$ cat src/design/lexer_token_scanner_top_assert.svh
// assertion helpers shared by the scanner modules
`ifndef LEXER_TOKEN_SCANNER_TOP_ASSERT_SVH
`define LEXER_TOKEN_SCANNER_TOP_ASSERT_SVH

// same-cycle implication, checked outside reset
`define LEXTS_ASSERT_IMP(lbl, clk, rst_n, ante, cons) \
  lbl: assert property (@(posedge clk) disable iff (!rst_n) (ante) |-> (cons)) \
    else $error("lexer scanner check failed");

// next-cycle implication, checked outside reset
`define LEXTS_ASSERT_NXT(lbl, clk, rst_n, ante, cons) \
  lbl: assert property (@(posedge clk) disable iff (!rst_n) (ante) |=> (cons)) \
    else $error("lexer scanner check failed");

`endif

$ cat src/design/lexts_pkg.sv
package lexts_pkg;

  localparam int unsigned MAX_TOKEN_LENGTH = 255;
  localparam int unsigned LINE_BITS = 24;

  localparam logic [7:0] LenCap = (MAX_TOKEN_LENGTH < 255) ? 8'(MAX_TOKEN_LENGTH) : 8'd255;
  localparam logic [23:0] LineCap = (LINE_BITS >= 24) ? 24'hFFFFFF :
                                    24'((64'd1 << LINE_BITS) - 64'd1);

  localparam int unsigned QDepth = 3;

  typedef enum logic [3:0] {
    MODE_IDLE,
    MODE_BANG,
    MODE_EQ,
    MODE_GT,
    MODE_LT,
    MODE_STR,
    MODE_NUM,
    MODE_NUMDOT,
    MODE_IDENT
  } mode_e;

  // token kinds
  localparam logic [4:0] KindLParen  = 5'd0;
  localparam logic [4:0] KindRParen  = 5'd1;
  localparam logic [4:0] KindLBrace  = 5'd2;
  localparam logic [4:0] KindRBrace  = 5'd3;
  localparam logic [4:0] KindPlus    = 5'd4;
  localparam logic [4:0] KindMinus   = 5'd5;
  localparam logic [4:0] KindStar    = 5'd6;
  localparam logic [4:0] KindSlash   = 5'd7;
  localparam logic [4:0] KindBang    = 5'd8;
  localparam logic [4:0] KindAssign  = 5'd10;
  localparam logic [4:0] KindGt      = 5'd12;
  localparam logic [4:0] KindLt      = 5'd14;
  localparam logic [4:0] KindSemi    = 5'd16;
  localparam logic [4:0] KindString  = 5'd17;
  localparam logic [4:0] KindInt     = 5'd18;
  localparam logic [4:0] KindFloat   = 5'd19;
  localparam logic [4:0] KindIdent   = 5'd20;
  localparam logic [4:0] KindUnknown = 5'd21;

  // character codes
  localparam logic [7:0] CharEq     = 8'h3D;
  localparam logic [7:0] CharDot    = 8'h2E;
  localparam logic [7:0] CharUnder  = 8'h5F;
  localparam logic [7:0] CharQuote  = 8'h22;
  localparam logic [7:0] CharNl     = 8'h0A;
  localparam logic [7:0] CharBang   = 8'h21;
  localparam logic [7:0] CharGt     = 8'h3E;
  localparam logic [7:0] CharLt     = 8'h3C;
  localparam logic [7:0] CharLParen = 8'h28;
  localparam logic [7:0] CharRParen = 8'h29;
  localparam logic [7:0] CharLBrace = 8'h7B;
  localparam logic [7:0] CharRBrace = 8'h7D;
  localparam logic [7:0] CharPlus   = 8'h2B;
  localparam logic [7:0] CharMinus  = 8'h2D;
  localparam logic [7:0] CharStar   = 8'h2A;
  localparam logic [7:0] CharSlash  = 8'h2F;
  localparam logic [7:0] CharSemi   = 8'h3B;
  localparam logic [7:0] CharSpace  = 8'h20;
  localparam logic [7:0] CharTab    = 8'h09;
  localparam logic [7:0] CharCr     = 8'h0D;

  typedef struct packed {
    logic [4:0]  kind;
    logic [23:0] line;
    logic [7:0]  length;
    logic        fraction_missing;
    logic        too_many_dots;
    logic        unclosed_string;
    logic        error_seen;
    logic        last;
  } token_t;

  // tokens produced by one accepted item, first in tok0
  typedef struct packed {
    logic [1:0] cnt;
    token_t     tok0;
    token_t     tok1;
  } push_t;

  function automatic logic is_digit(input logic [7:0] c);
    return (c >= 8'h30) && (c <= 8'h39);
  endfunction

  function automatic logic is_alpha(input logic [7:0] c);
    return ((c >= 8'h41) && (c <= 8'h5A)) || ((c >= 8'h61) && (c <= 8'h7A));
  endfunction

  function automatic logic is_space(input logic [7:0] c);
    return (c == CharSpace) || ((c >= CharTab) && (c <= CharCr));
  endfunction

  // single-character kind of a pending operator
  function automatic logic [4:0] op_single(input mode_e m);
    logic [4:0] k;
    unique case (m)
      MODE_BANG: k = KindBang;
      MODE_EQ:   k = KindAssign;
      MODE_GT:   k = KindGt;
      default:   k = KindLt;
    endcase
    return k;
  endfunction

endpackage

$ cat src/design/lexts_scan.sv
module lexts_scan (
  input  logic               clk_i,
  input  logic               rst_ni,
  input  logic               fire_i,
  input  logic               eos_i,
  input  logic [7:0]         char_i,
  output lexts_pkg::push_t   push_o
);
  import lexts_pkg::*;

  mode_e       mode_q, mode_d;
  logic [23:0] line_q, line_d;
  logic [7:0]  len_q, len_d;
  logic [1:0]  dots_q, dots_d;
  logic        frac_q, frac_d;
  logic        err_q, err_d;

  logic [7:0]  len_inc;
  logic [23:0] line_inc;
  logic        pend_v;
  logic [4:0]  pend_kind;
  logic [7:0]  pend_len;
  logic        pend_frac;
  logic        pend_many;
  logic        pend_unc;
  logic        start;
  logic        st_v;
  logic [4:0]  st_kind;
  logic        err1;
  logic [4:0]  num_kind;
  token_t      pend_tok;
  token_t      st_tok;

  assign len_inc  = (len_q < LenCap) ? len_q + 8'd1 : len_q;
  assign line_inc = (line_q < LineCap) ? line_q + 24'd1 : line_q;
  assign num_kind = (dots_q == 2'd0) ? KindInt : (dots_q == 2'd1) ? KindFloat : KindUnknown;

  always_comb begin
    mode_d    = mode_q;
    line_d    = line_q;
    len_d     = len_q;
    dots_d    = dots_q;
    frac_d    = frac_q;
    pend_v    = 1'b0;
    pend_kind = KindUnknown;
    pend_len  = 8'd1;
    pend_frac = 1'b0;
    pend_many = 1'b0;
    pend_unc  = 1'b0;
    start     = 1'b0;
    st_v      = 1'b0;
    st_kind   = KindUnknown;

    if (eos_i) begin
      unique case (mode_q)
        MODE_BANG, MODE_EQ, MODE_GT, MODE_LT: begin
          pend_v    = 1'b1;
          pend_kind = op_single(mode_q);
        end
        MODE_STR: begin
          pend_v    = 1'b1;
          pend_kind = KindString;
          pend_len  = len_q;
          pend_unc  = 1'b1;
        end
        MODE_NUM, MODE_NUMDOT: begin
          pend_v    = 1'b1;
          pend_kind = num_kind;
          pend_len  = len_q;
          pend_frac = frac_q | (mode_q == MODE_NUMDOT);
          pend_many = dots_q[1];
          frac_d    = pend_frac;
        end
        MODE_IDENT: begin
          pend_v    = 1'b1;
          pend_kind = KindIdent;
          pend_len  = len_q;
        end
        default: ;
      endcase
      mode_d = MODE_IDLE;
      len_d  = 8'd0;
    end else begin
      unique case (mode_q)
        MODE_BANG, MODE_EQ, MODE_GT, MODE_LT: begin
          pend_v = 1'b1;
          if (char_i == CharEq) begin
            pend_kind = op_single(mode_q) + 5'd1;
            pend_len  = 8'd2;
            mode_d    = MODE_IDLE;
            len_d     = 8'd0;
          end else begin
            pend_kind = op_single(mode_q);
            start     = 1'b1;
          end
        end
        MODE_STR: begin
          len_d = len_inc;
          if (char_i == CharQuote) begin
            pend_v    = 1'b1;
            pend_kind = KindString;
            pend_len  = len_inc;
            mode_d    = MODE_IDLE;
            len_d     = 8'd0;
          end else if (char_i == CharNl) begin
            line_d = line_inc;
          end
        end
        MODE_NUM: begin
          if (char_i == CharDot) begin
            len_d  = len_inc;
            dots_d = dots_q[1] ? dots_q : dots_q + 2'd1;
            mode_d = MODE_NUMDOT;
          end else if (is_digit(char_i)) begin
            len_d = len_inc;
          end else begin
            pend_v    = 1'b1;
            pend_kind = num_kind;
            pend_len  = len_q;
            pend_frac = frac_q;
            pend_many = dots_q[1];
            start     = 1'b1;
          end
        end
        MODE_NUMDOT: begin
          if (is_digit(char_i)) begin
            len_d  = len_inc;
            mode_d = MODE_NUM;
          end else begin
            frac_d    = 1'b1;
            pend_v    = 1'b1;
            pend_kind = num_kind;
            pend_len  = len_q;
            pend_frac = 1'b1;
            pend_many = dots_q[1];
            start     = 1'b1;
          end
        end
        MODE_IDENT: begin
          if (is_digit(char_i) || is_alpha(char_i) || char_i == CharUnder) begin
            len_d = len_inc;
          end else begin
            pend_v    = 1'b1;
            pend_kind = KindIdent;
            pend_len  = len_q;
            start     = 1'b1;
          end
        end
        default: start = 1'b1;
      endcase

      // the new character opens a token of its own
      if (start) begin
        mode_d = MODE_IDLE;
        len_d  = 8'd1;
        case (char_i)
          CharLParen: begin st_v = 1'b1; st_kind = KindLParen; end
          CharRParen: begin st_v = 1'b1; st_kind = KindRParen; end
          CharLBrace: begin st_v = 1'b1; st_kind = KindLBrace; end
          CharRBrace: begin st_v = 1'b1; st_kind = KindRBrace; end
          CharPlus:   begin st_v = 1'b1; st_kind = KindPlus; end
          CharMinus:  begin st_v = 1'b1; st_kind = KindMinus; end
          CharStar:   begin st_v = 1'b1; st_kind = KindStar; end
          CharSlash:  begin st_v = 1'b1; st_kind = KindSlash; end
          CharSemi:   begin st_v = 1'b1; st_kind = KindSemi; end
          CharBang:   mode_d = MODE_BANG;
          CharEq:     mode_d = MODE_EQ;
          CharGt:     mode_d = MODE_GT;
          CharLt:     mode_d = MODE_LT;
          CharQuote:  mode_d = MODE_STR;
          CharNl: begin
            len_d  = 8'd0;
            line_d = line_inc;
          end
          default: begin
            if (is_space(char_i)) begin
              len_d = 8'd0;
            end else if (is_digit(char_i)) begin
              mode_d = MODE_NUM;
              dots_d = 2'd0;
              frac_d = 1'b0;
            end else if (is_alpha(char_i)) begin
              mode_d = MODE_IDENT;
            end else begin
              st_v    = 1'b1;
              st_kind = KindUnknown;
            end
          end
        endcase
      end
    end

    err1  = err_q | (pend_v & (pend_frac | pend_many | pend_unc));
    err_d = err1;
  end

  always_comb begin
    pend_tok                  = '0;
    pend_tok.kind             = pend_kind;
    pend_tok.line             = line_q;
    pend_tok.length           = pend_len;
    pend_tok.fraction_missing = pend_frac;
    pend_tok.too_many_dots    = pend_many;
    pend_tok.unclosed_string  = pend_unc;
    pend_tok.error_seen       = err1;
    pend_tok.last             = ~st_v;

    st_tok            = '0;
    st_tok.kind       = st_kind;
    st_tok.line       = line_q;
    st_tok.length     = 8'd1;
    st_tok.error_seen = err1;
    st_tok.last       = 1'b1;

    push_o.cnt  = fire_i ? {1'b0, pend_v} + {1'b0, st_v} : 2'd0;
    push_o.tok0 = pend_v ? pend_tok : st_tok;
    push_o.tok1 = st_tok;
  end

  always_ff @(posedge clk_i or negedge rst_ni) begin
    if (!rst_ni) begin
      mode_q <= MODE_IDLE;
      line_q <= 24'd1;
      len_q  <= 8'd0;
      dots_q <= 2'd0;
      frac_q <= 1'b0;
      err_q  <= 1'b0;
    end else if (fire_i) begin
      mode_q <= mode_d;
      line_q <= line_d;
      len_q  <= len_d;
      dots_q <= dots_d;
      frac_q <= frac_d;
      err_q  <= err_d;
    end
  end

`include "lexer_token_scanner_top_assert.svh"

  `LEXTS_ASSERT_NXT(a_err_sticky, clk_i, rst_ni, err_q, err_q)
  `LEXTS_ASSERT_NXT(a_line_monotonic, clk_i, rst_ni, 1'b1, line_q >= $past(line_q))

endmodule

$ cat src/design/lexts_outq.sv
module lexts_outq (
  input  logic               clk_i,
  input  logic               rst_ni,
  input  lexts_pkg::push_t   push_i,
  output logic               ready_o,
  output logic               valid_o,
  input  logic               pop_ready_i,
  output lexts_pkg::token_t  tok_o
);
  import lexts_pkg::*;

  token_t     entry_q [QDepth];
  logic [1:0] wr_q, wr_d;
  logic [1:0] rd_q, rd_d;
  logic [1:0] count_q, count_d;
  logic       pop;

  function automatic logic [1:0] ptr_next(input logic [1:0] p);
    return (p == 2'(QDepth - 1)) ? 2'd0 : p + 2'd1;
  endfunction

  // room for two tokens whatever the sink does this cycle
  assign ready_o = (count_q <= 2'd1);
  assign valid_o = (count_q != 2'd0);
  assign tok_o   = entry_q[rd_q];
  assign pop     = valid_o & pop_ready_i;

  always_comb begin
    count_d = count_q - {1'b0, pop} + push_i.cnt;
    rd_d    = pop ? ptr_next(rd_q) : rd_q;
    case (push_i.cnt)
      2'd1:    wr_d = ptr_next(wr_q);
      2'd2:    wr_d = ptr_next(ptr_next(wr_q));
      default: wr_d = wr_q;
    endcase
  end

  always_ff @(posedge clk_i) begin
    if (push_i.cnt != 2'd0) begin
      entry_q[wr_q] <= push_i.tok0;
    end
    if (push_i.cnt == 2'd2) begin
      entry_q[ptr_next(wr_q)] <= push_i.tok1;
    end
  end

  always_ff @(posedge clk_i or negedge rst_ni) begin
    if (!rst_ni) begin
      wr_q    <= 2'd0;
      rd_q    <= 2'd0;
      count_q <= 2'd0;
    end else begin
      wr_q    <= wr_d;
      rd_q    <= rd_d;
      count_q <= count_d;
    end
  end

`include "lexer_token_scanner_top_assert.svh"

  `LEXTS_ASSERT_IMP(a_push_has_room, clk_i, rst_ni, push_i.cnt != 2'd0, count_q <= 2'd1)
  `LEXTS_ASSERT_IMP(a_ptr_range, clk_i, rst_ni, 1'b1,
                    (wr_q != 2'd3) && (rd_q != 2'd3))
  `LEXTS_ASSERT_NXT(a_pop_drains, clk_i, rst_ni, pop && (push_i.cnt == 2'd0),
                    count_q == $past(count_q) - 2'd1)

endmodule

$ cat src/design/lexer_token_scanner_top.sv
// channel   dir  tdata                                        tuser        tlast
// s_axis    in   [7:0] char_code                              kind (eos)   -
// m_axis    out  [23:0] token_line [31:24] token_length       token_kind   last
//                [32] fraction_missing [33] too_many_dots
//                [34] unclosed_string [35] error_seen, rest 0
//
// one input item per cycle while s_axis_tready_o is high; the scanner state updates in
// the accept cycle and its tokens land in a three-entry token queue, shown from the next cycle;
// an item yielding two tokens writes both queue entries at once: input is taken only
// while at most one token waits in the queue
// reset: idle mode, line 1, counters and error flag clear, queue empty
// output stalls back up through the queue into s_axis_tready_o
module lexer_token_scanner_top (
  input  logic        clk_i,
  input  logic        rst_ni,
  input  logic        s_axis_tvalid_i,
  output logic        s_axis_tready_o,
  input  logic [7:0]  s_axis_tdata_i,   // char_code
  input  logic        s_axis_tuser_i,   // kind
  output logic        m_axis_tvalid_o,
  input  logic        m_axis_tready_i,
  output logic [39:0] m_axis_tdata_o,   // token_line, token_length, fraction_missing,
                                        // too_many_dots, unclosed_string, error_seen
  output logic [4:0]  m_axis_tuser_o,   // token_kind
  output logic        m_axis_tlast_o
);
  import lexts_pkg::*;

  logic   fire;
  push_t  push;
  token_t tok;

  assign fire = s_axis_tvalid_i & s_axis_tready_o;

  lexts_scan u_scan (
    .clk_i  (clk_i),
    .rst_ni (rst_ni),
    .fire_i (fire),
    .eos_i  (s_axis_tuser_i),
    .char_i (s_axis_tdata_i),
    .push_o (push)
  );

  lexts_outq u_outq (
    .clk_i       (clk_i),
    .rst_ni      (rst_ni),
    .push_i      (push),
    .ready_o     (s_axis_tready_o),
    .valid_o     (m_axis_tvalid_o),
    .pop_ready_i (m_axis_tready_i),
    .tok_o       (tok)
  );

  assign m_axis_tdata_o = {4'b0000, tok.error_seen, tok.unclosed_string, tok.too_many_dots,
                           tok.fraction_missing, tok.length, tok.line};
  assign m_axis_tuser_o = tok.kind;
  assign m_axis_tlast_o = tok.last;

endmodule

$ cat config.mk
export PLATFORM = sky130hd
export DESIGN_NAME = lexer_token_scanner_top
export DESIGN_NICKNAME = d
export VERILOG_FILES = /design/src/design/lexts_pkg.sv /design/src/design/lexts_scan.sv /design/src/design/lexts_outq.sv /design/src/design/lexer_token_scanner_top.sv
export VERILOG_INCLUDE_DIRS = /design/src /design/src/design
export SDC_FILE = /design/constraint.sdc
export NUM_CORES = 1
export LEC_CHECK = 0
export BUFFER_PORTS_ARGS = -buffer_cell sky130_fd_sc_hd__buf_2
export CAP_MARGIN = 0
export CORE_UTILIZATION = 44
export DETAILED_ROUTE_END_ITERATION = 6
export PLACE_DENSITY = 0.65
export SLEW_MARGIN = 20
export SYNTH_ARGS = -nofsm -noshare
export SYNTH_HDL_FRONTEND = slang
export SYNTH_SLANG_ARGS = --single-unit
$ cat constraint.sdc
create_clock -name clk_i -period 10.3 [get_ports clk_i]
set_input_delay 0.515 -clock clk_i [delete_from_list [all_inputs] [get_ports clk_i]]
set_output_delay 0.515 -clock clk_i [all_outputs]
set_load 0.01 [all_outputs]
==> results_dict.tcl, run 1 <==
set metrics [dict create \
    die_area_um2 21100 \
    clkPwrFrac_pct 31.1 \
    crit_family "simple AND/OR/NAND/NOR gates" \
    yosys.cell_count.top_type "nand2_1" \
    cts.reportedPaths.clkPinSlew_ns 0.07 \
    hold_ws_ns 0.163 \
    crit_end "u_outq.entry_q[2][14]" \
    power_density_nw_per_um2 206 \
    synth_common_cells "nand2_1 (104), o21ai_0 (92), edfxtp_1 (87)" \
    antenna_cells 0 \
    yosys.area.top_type "edfxtp_1" \
    timing.rr.end "u_outq.entry_q[2][14]" \
    p_comb_share_pct 26.7 \
    violations "DRC" \
    ys_top_cells_by_area "edfxtp_1 (29%), dfrtp_1 (12%), dfxtp_1 (8.6%)" \
    finClkSkew_ns 0.00944 \
    postLayoutCoreUtil_pct 49.9 \
    via_count 6623 \
    syn_inst 910 \
    required_ns 10.49 \
    maxSlewHeadroom_pct 30.8 \
    cp-end-kind "flip-flop" \
    rrSetupSlack_ns 5.18 \
    viasPerCell 5.43 \
    ant_nets 0 \
    dpl.cell_count 1188 \
    synth_top_area_share_pct 28.9 \
    cts_tree "done" \
    final_cells 1220 \
    synth-edff-count 87 \
    hold_path_class "in -> async" \
    seq_area_um2 4550 \
    min_period_ns 5.12 \
    antenna_found_initial 0 \
    syn_area_um2 9030 \
    io_buffers 56 \
    dpl_worst_slack_ns 5.09 \
    reg2reg_depth 12 \
    core_um2 20200 \
    final_hold_viol_count 0 \
    die_w_um 145 \
    fin_ws_ns 5.18 \
    reg2reg_from "u_scan.mode_q[3]" \
    nets 959 \
    tns_ns 0 \
    cts.sinks 172 \
    pin_count 61 \
    cp_max_fo 51 \
    cts_hold_buf 0 \
    finalCritPeriodShare_pct 49.7 \
    yosys_register_bits 172 \
    die_y_um 145 \
    pwr-share-seq_pct 42.2 \
    dpl-instance-area_um2 9470 \
    arrival_ns 5.31 \
    cts_buffer_depth 2 \
    grt_pass1_vias 6190 \
    stdcell_area_um2 10100 \
    intPower_mw 1.37 \
    n_fill_cell 1871 \
    worst-setup-path-type "reg -> reg" \
    synthFlopType "edfxtp_1" \
    critPathLaunch "u_scan.mode_q[3]" \
    core.rowCount 52 \
    drv_cap 0 \
    crit_chain "or4b_1, o31ai_2, nor2_2, nor2_1, ha_1, nand2_1, ha_1, or3_1, and2_1, inv_1, buf_4, and2_1" \
    ys_async_sr_fraction_pct 26.7 \
    cts_buffers 17 \
    postSynthAreaPerCell_um2 9.93 \
    initial_core_util_pct 44.8 \
    grtUsageTotal_pct 19.5 \
    drt_first_pass_iters 7 \
    start_kind "flip-flop" \
    post-dp-hpwl_um 13700 \
    grt_max_degree 72 \
    timing.fmax_mhz 195 \
    critPathSlowestCell "o31ai_2" \
    final-setup-viol-count 0 \
    post-cts-setup-buffer-count 0 \
    avgRoutedWirePerCell_um 16.3 \
    wl_um 19900 \
    ys_warn_count 0 \
    grt-ovfl-total 0 \
    critPathBufInv 2 \
    place_congestion 0.911 \
    ir_worst_vdd_v 0.000114 \
    grt_setup_unrepaired "no" \
    slew_violations 0 \
    drive_gt1_share_pct 14.4 \
    multi_input_area_um2 4170 \
    total_power_mw 2.07 \
    ys_seq_area_share_pct 50.3 \
    layout-area-overhead-vs-synth_pct 11.3 \
    clk_latency_ns 0.43 \
    root_buffer "clkbuf_16" \
    synth_cell_types 93 \
    path_depth 12 \
    ctsResizeCount 0 \
    drtIter0Drc 467 \
    grt_pass1_wl_um 32700 \
    switching_power_mw 0.693 \
    slowest_delay_ns 0.80 \
    p_leak_nw 3.87 \
    drc 2 \
    max_slew.worst_pin.slew_ns 1.03 \
    power_switching_share_pct 33.5 \
    htreeDepth 4 \
    status "finished, violations left" \
]
## cell families (layout without fill, tap and decap cells)
| logic type | after synthesis | count (layout) | synth area share [%] |
|---|---|---|---|
| AND/OR/NAND/NOR | 368 | 368 | 21.5 |
| AO/OA/AOI/OAI | 207 | 207 | 15.1 |
| flip-flops | 172 | 172 | 50.3 |
| buffers and inverters | 77 | 114 | 3.64 |
| multiplexers | 49 | 49 | 5.48 |
| XOR/XNOR | 27 | 27 | 2.62 |
| adder cells (fa/ha/maj) | 9 | 9 | 1.25 |
| other | 1 | 4 | 0.0415 |
## worst reg2reg max path, stage by stage (launching register included)
cell and delay [ns]:
dfrtp_1 0.65, or4b_1 0.72, o31ai_2 0.81, nor2_2 0.16, nor2_1 0.18, ha_1 0.24, nand2_1 0.11, ha_1 0.24
or3_1 0.56, and2_1 0.45, inv_1 0.14, buf_4 0.32, and2_1 0.28
## state kept, by name (all words and copies together) (netlist names)
register        count
u_scan.dots_q       2
u_scan.err_q        1
u_outq.wr_q         2
u_outq.entry_q    126
u_scan.len_q        8
u_outq.count_q      2
u_outq.rd_q         2
u_scan.line_q      24
u_scan.frac_q       1
u_scan.mode_q       4
## power groups by stage
stage	Clock (mW)	Sequential (mW)	Combinational (mW)
2_1_floorplan	0	0.841	0.418
3_3_place_gp	0	0.884	0.556
3_5_place_dp	0	0.886	0.561
4_1_cts	0.654	0.872	0.562
5_1_grt	0.682	0.884	0.611
6_report	0.643	0.871	0.552
## layer usage
| layer | vias to the layer above | part of all wire (%) | global-route usage [%] |
|---|---|---|---|
| li1 | 3318 | - | - |
| met1 | 3133 | 47 | 26.6 |
| met2 | 148 | 48 | 31.8 |
| met3 | 24 | 4.1 | 3.55 |
| met4 | 0 | 1.2 | 5.53 |
| met5 | - | 0 | 0 |
## how the worst min path moves through the flow
stage / from / end / slack [ns] / depth (start not counted)
floorplan: rst_ni / u_outq.count_q[0] / 0.22 / 0
global placement: u_scan.err_q / u_scan.err_q / 0.44 / 1
detailed placement: u_outq.entry_q[2][12] / u_outq.entry_q[2][12] / 0.45 / 2
CTS: rst_ni / u_scan.len_q[4] / 0.20 / 2
global route: rst_ni / u_scan.len_q[4] / 0.21 / 2
finish: rst_ni / u_scan.len_q[4] / 0.16 / 2
## layout make-up
| class | count | area share, % |
|---|---|---|
| Inverter | 18 | 0.672 |
| Sequential cell | 172 | 45.2 |
| Tap cell | 270 | 3.36 |
| Multi-Input combinational cell | 664 | 41.5 |
| Clock buffer | 18 | 4.27 |
| Clock inverter | 14 | 1.58 |
| Timing Repair Buffer | 64 | 3.38 |
## cells in the final DEF, fill, tap and decap left out, types with 3 or more instances in the layout
cell        Yosys  routed
inv_6           0       5
ha_1            9       9
mux2i_1        45      45
and2_1         71      71
conb_1          1       4
nor3_1         15      15
inv_1          17      17
o21ai_0        92      92
edfxtp_1       87      87
clkinvlp_4      0       3
nor4_1          3       3
nand3b_1        6       6
clkbuf_16       0      17
nand3_1        43      43
dfxtp_1        39      39
a31oi_1         7       7
and3_1         10      10
a22o_1          4       4
buf_4           5       8
a21o_1          4       4
or3_1           6       6
o21ai_1         3       3
nand4_1         9       9
xnor2_1        16      16
xor2_1         11      11
o31ai_1         4       4
nand2_1       104     103
buf_2          11      56
nor2_1         55      55
mux2_2          4       4
a21oi_1        33      33
o2bb2ai_1       4       4
nand2b_1        6       6
or2_2           4       4
dfrtp_1        45      43
o211ai_1        6       6
o22ai_1        10      10
nor2b_1         8       8
Note: power is estimated with default switching activity, not from simulation.
==> run 2, diff against run 1 <==
--- a/config.mk
+++ b/config.mk
@@ -10,7 +10,7 @@
 export CAP_MARGIN = 0
 export CORE_UTILIZATION = 44
 export DETAILED_ROUTE_END_ITERATION = 6
-export PLACE_DENSITY = 0.65
+export PLACE_DENSITY = 0.67
 export SLEW_MARGIN = 20
 export SYNTH_ARGS = -nofsm -noshare
 export SYNTH_HDL_FRONTEND = slang
==> constraint.sdc (replaced) <==
create_clock -name clk_i -period 4.6 [get_ports clk_i]
set_input_delay 0.23 -clock clk_i [delete_from_list [all_inputs] [get_ports clk_i]]
set_output_delay 0.23 -clock clk_i [all_outputs]
set_load 0.01 [all_outputs]
==> run 2 against run 1 <==
  * The flow still finishes with violations (DRC)
  * Worst hold slack better by 0.036 ns
  * Combinational power rose by 120%
  * Setup slack got worse by 4.7 ns
  * Sequential cell count stayed put
  * Routed wire length rose by 3.2%
  * Via count up 3.0%
  * Global-route usage grew 0.45 points
  * Critical path depth unchanged
  * Die area unchanged
  * Largest cell class unchanged
==> results_dict.tcl, run 2 (synthesis results as in run 1) <==
set metrics [dict create \
    status "finished, violations left" \
    violations "DRC" \
    htreeDepth 4 \
    cp-end-kind "flip-flop" \
    worst-setup-path-type "reg -> reg" \
    core_um2 20200 \
    timing.fmax_mhz 240 \
    grt-ovfl-total 0 \
    power_switching_share_pct 34.8 \
    ant_nets 0 \
    cts_tree "done" \
    place_congestion 0.884 \
    root_buffer "clkbuf_16" \
    final_common_cell "nand2_1" \
    cp_max_fo 30 \
    multi_input_area_um2 4170 \
    intPower_mw 3.01 \
    p_leak_nw 3.93 \
    ctsResizeCount 0 \
    n_fill_cell 1834 \
    ir_worst_vdd_v 0.000230 \
    core.rowCount 52 \
    die_area_um2 21100 \
    avgRoutedWirePerCell_um 16.6 \
    largest_reg_flops 126 \
    seq_area_um2 4550 \
    pin_count 61 \
    finClkSkew_ns 0.0103 \
    final_cell_mix "nand2_1 (103), o21ai_0 (92), edfxtp_1 (87)" \
    cts_buffers 17 \
    reg_top3 "u_outq.entry_q (126), u_scan.line_q (24), u_scan.len_q (8)" \
    whs_path_depth 4 \
    slew_violations 0 \
    grtUsageTotal_pct 20.0 \
    drive_gt1_share_pct 15.5 \
    slowest_delay_ns 0.78 \
    grt_setup_unrepaired "no" \
    start_kind "flip-flop" \
    dpl_worst_slack_ns 0.473 \
    tns_ns 0 \
    path_common_cell "ha_1" \
    drv_cap 0 \
    post-dp-hpwl_um 14100 \
    antenna_cells 0 \
    final-setup-viol-count 0 \
    cts_hold_buf 1 \
    pwr-share-seq_pct 43.8 \
    via_count 6824 \
    clkPwrFrac_pct 29.9 \
    min_period_ns 4.16 \
    die_w_um 145 \
    nets 972 \
    cts_buffer_depth 2 \
    cts.reportedPaths.clkPinSlew_ns 0.07 \
    reg2reg_depth 12 \
    clk_latency_ns 0.43 \
    total_power_mw 4.62 \
    power_density_nw_per_um2 455 \
    dpl-instance-area_um2 9570 \
    finalCritPeriodShare_pct 90.4 \
    cts.sinks 172 \
    regMostFlops "u_outq.entry_q" \
    critPathSlowestCell "or4b_1" \
    p_comb_share_pct 26.3 \
    wl_um 20500 \
    layout-area-overhead-vs-synth_pct 12.4 \
    required_ns 4.69 \
    viasPerCell 5.53 \
    hold_ws_ns 0.199 \
    max_slew.worst_pin.slew_ns 1.07 \
    die_y_um 145 \
    initial_core_util_pct 44.8 \
    grt_pass1_wl_um 33200 \
    grt_pass1_vias 6432 \
    hold_path_class "in -> reg" \
    io_buffers 56 \
    dpl.cell_count 1200 \
    antenna_found_initial 0 \
    fin_ws_ns 0.440 \
    drc 1 \
    post-cts-setup-buffer-count 0 \
    stdcell_area_um2 10200 \
    maxSlewHeadroom_pct 28.2 \
    switching_power_mw 1.61 \
    arrival_ns 4.26 \
    crit_chain "or4b_1, o21ai_4, a41oi_2, nor2_2, nor2_1, ha_1, nand2_1, ha_1, or3_1, and2_1, inv_1, buf_4" \
    postLayoutCoreUtil_pct 50.4 \
    drt_first_pass_iters 7 \
    drtIter0Drc 462 \
    grt_max_degree 60 \
    final_hold_viol_count 0 \
    final_cells 1233 \
]
[run 2: power by group through the flow]
stage,logic [mW],clock network (mW),registers [mW]
after floorplan,0.935,0,1.88
after global placement,1.21,0,2.05
after detailed placement,1.22,0,2.06
after CTS,1.22,1.41,2.02
after global routing,1.33,1.47,2.05
final,1.21,1.38,2.02
[run 2: area by class of cell]
cell class                      instances  area share (%)
Tap cell                              270            3.33
Clock inverter                         14            1.45
Clock buffer                           18            4.23
Multi-Input combinational cell        664            41.1
Sequential cell                       172            44.8
Timing Repair Buffer                   77            4.46
Inverter                               18           0.665
[run 2: final timing paths]
kind | startpoint | to | slack, ns
max | u_scan.mode_q[2] | u_outq.entry_q[2][21] | 0.44
min | m_axis_tready_i | u_outq.rd_q[1] | 0.20
max reg2reg | u_scan.mode_q[2] | u_outq.entry_q[2][21] | 0.44
min reg2reg | u_outq.entry_q[2][40] | u_outq.entry_q[2][40] | 0.46
max in group asynchronous | rst_ni | u_outq.rd_q[1] | 3.69
min in group asynchronous | rst_ni | u_scan.len_q[3] | 0.42
[run 2: worst max-delay path: cells and delay by family (launching register included)]
family,cells,cell delay (ns)
fa+ha+maj,2,0.55
flops,1,0.51
simple gates,6,1.89
buf+inv,2,0.46
compound gates,2,0.39
[run 2: per-layer routing]
layer / up-vias / GRT usage [%] / share of wire (%)
li1: 3345 / - / -
met1: 3220 / 26.8 / 46
met2: 213 / 32.2 / 46
met3: 46 / 3.58 / 5.3
met4: 0 / 7.74 / 2.5
met5: - / 0 / 0
==> run 3, diff against run 2 <==
--- a/config.mk
+++ b/config.mk
@@ -8,9 +8,9 @@
 export LEC_CHECK = 0
 export BUFFER_PORTS_ARGS = -buffer_cell sky130_fd_sc_hd__buf_2
 export CAP_MARGIN = 0
-export CORE_UTILIZATION = 44
+export CORE_UTILIZATION = 40
 export DETAILED_ROUTE_END_ITERATION = 6
-export PLACE_DENSITY = 0.67
+export PLACE_DENSITY = 0.63
 export SLEW_MARGIN = 20
 export SYNTH_ARGS = -nofsm -noshare
 export SYNTH_HDL_FRONTEND = slang
==> run 3 against run 2 <==
  * The flow still finishes with violations (DRC)
  * Clock skew grew 0.0036 ns
  * Sequential power is essentially flat
  * Power grew 1.3%
  * Sequential share of layout area shrank 0.10 points
  * Highest routed layer unchanged
==> results_dict.tcl, run 3 (synthesis results as in run 1) <==
set metrics [dict create \
    io_buffers 56 \
    timing.rr.end "u_outq.entry_q[2][16]" \
    place_congestion 0.910 \
    final_cell_mix "nand2_1 (103), o21ai_0 (92), edfxtp_1 (87)" \
    start_kind "flip-flop" \
    regMostFlops "u_outq.entry_q" \
    cts_tree "done" \
    root_buffer "clkbuf_16" \
    die_area_um2 23200 \
    avgRoutedWirePerCell_um 16.8 \
    post-dp-hpwl_um 14500 \
    final_common_cell "nand2_1" \
    tns_ns 0 \
    clk_latency_ns 0.43 \
    drc 3 \
    grt_setup_unrepaired "no" \
    ir_worst_vdd_v 0.000248 \
    nets 971 \
    n_fill_cell 2048 \
    reg2reg_from "u_scan.mode_q[1]" \
    grt_max_degree 51 \
    reg2reg_depth 13 \
    antenna_found_initial 0 \
    drt_first_pass_iters 7 \
    cp-end-kind "flip-flop" \
    cts.reportedPaths.clkPinSlew_ns 0.07 \
    p_leak_nw 3.92 \
    postLayoutCoreUtil_pct 46.4 \
    final_hold_viol_count 0 \
    fin_ws_ns 0.483 \
    grt_pass1_wl_um 34400 \
    stdcell_area_um2 10200 \
    cts.sinks 172 \
    dpl_worst_slack_ns 0.487 \
    cts_buffer_depth 2 \
    drv_cap 0 \
    total_power_mw 4.68 \
    finalCritPeriodShare_pct 89.5 \
    post-cts-setup-buffer-count 0 \
    reg_top3 "u_outq.entry_q (126), u_scan.line_q (24), u_scan.len_q (8)" \
    routed-wl-met2_um 9820 \
    hold_path_class "in -> reg" \
    largest_reg_flops 126 \
    rrSetupSlack_ns 0.48 \
    cts_buffers 17 \
    power_density_nw_per_um2 459 \
    final-setup-viol-count 0 \
    dpl.cell_count 1209 \
    grt-ovfl-total 0 \
    die_w_um 152 \
    grt_pass1_vias 6322 \
    via_count 6762 \
    required_ns 4.78 \
    htreeDepth 4 \
    core_um2 22000 \
    drive_gt1_share_pct 15.2 \
    pin_count 61 \
    dpl-instance-area_um2 9580 \
    highest_layer "met4" \
    min_period_ns 4.12 \
    arrival_ns 4.30 \
    viasPerCell 5.44 \
    cp_max_fo 30 \
    status "finished, violations left" \
    max_slew.worst_pin.slew_ns 1.09 \
    timing.fmax_mhz 243 \
    antenna_cells 0 \
    slew_violations 0 \
    die_y_um 152 \
    grtUsageTotal_pct 18.7 \
    initial_core_util_pct 41.1 \
    worst-setup-path-type "reg -> reg" \
    holdCritStartpoint "m_axis_tready_i" \
    core.rowCount 54 \
    final_cells 1242 \
    drtIter0Drc 468 \
    layout-area-overhead-vs-synth_pct 12.7 \
    hold_ws_ns 0.215 \
    whs_path_depth 4 \
    drt-met1-wl_um 9960 \
    met3_length_um 867 \
    ctsResizeCount 0 \
    cts_hold_buf 1 \
    finClkSkew_ns 0.0140 \
    ant_nets 0 \
    wl_um 20900 \
    violations "DRC" \
    maxSlewHeadroom_pct 26.6 \
    critPathLaunch "u_scan.mode_q[1]" \
    crit_end "u_outq.entry_q[2][16]" \
]
==> run 3: power by group <==
part | switching [mW] | internal [mW]
combinational | 0.744 | 0.492
clock | 0.626 | 0.819
sequential | 0.201 | 1.80
total | 1.57 | 3.11
==> run 3: layout make-up <==
type                    instances  area [um2]  area share, %
repair buffers                 76         445           4.38
multi-input cells             664        4170           41.0
well taps                     280         350           3.44
clock buffers                  20         437           4.29
inverters                      18        67.6          0.664
flip-flops and latches        172        4550           44.7
clock inverters                12         159           1.56
==> run 3: worst min path at each step <==
stage | slack (ns) | endpoint
after floorplan | -0.07 | u_outq.count_q[0]
after global placement | 0.37 | u_scan.len_q[4]
after detailed placement | 0.37 | u_scan.len_q[4]
after CTS | 0.18 | u_outq.rd_q[1]
after global routing | 0.20 | u_outq.rd_q[1]
final | 0.22 | u_outq.rd_q[1]
==> run 3: critical path: stages, from the launching register on <==
cell and delay, ns:
dfrtp_1 0.53, or4b_1 0.78, o21ai_4 0.22, a41oi_2 0.16
nor2_2 0.30, nor2_1 0.09, ha_1 0.28, nand2_1 0.09
ha_1 0.30, nand3_1 0.12, and2_1 0.40, clkinv_1 0.15
buf_4 0.25, and2_1 0.19
==> run 3: routing by layer <==
layer | GRT usage, % | vias up
met4 | 4.81 | 0
met3 | 3.19 | 18
met2 | 30.2 | 147
li1 | - | 3351
met5 | 0 | -
met1 | 26.0 | 3246
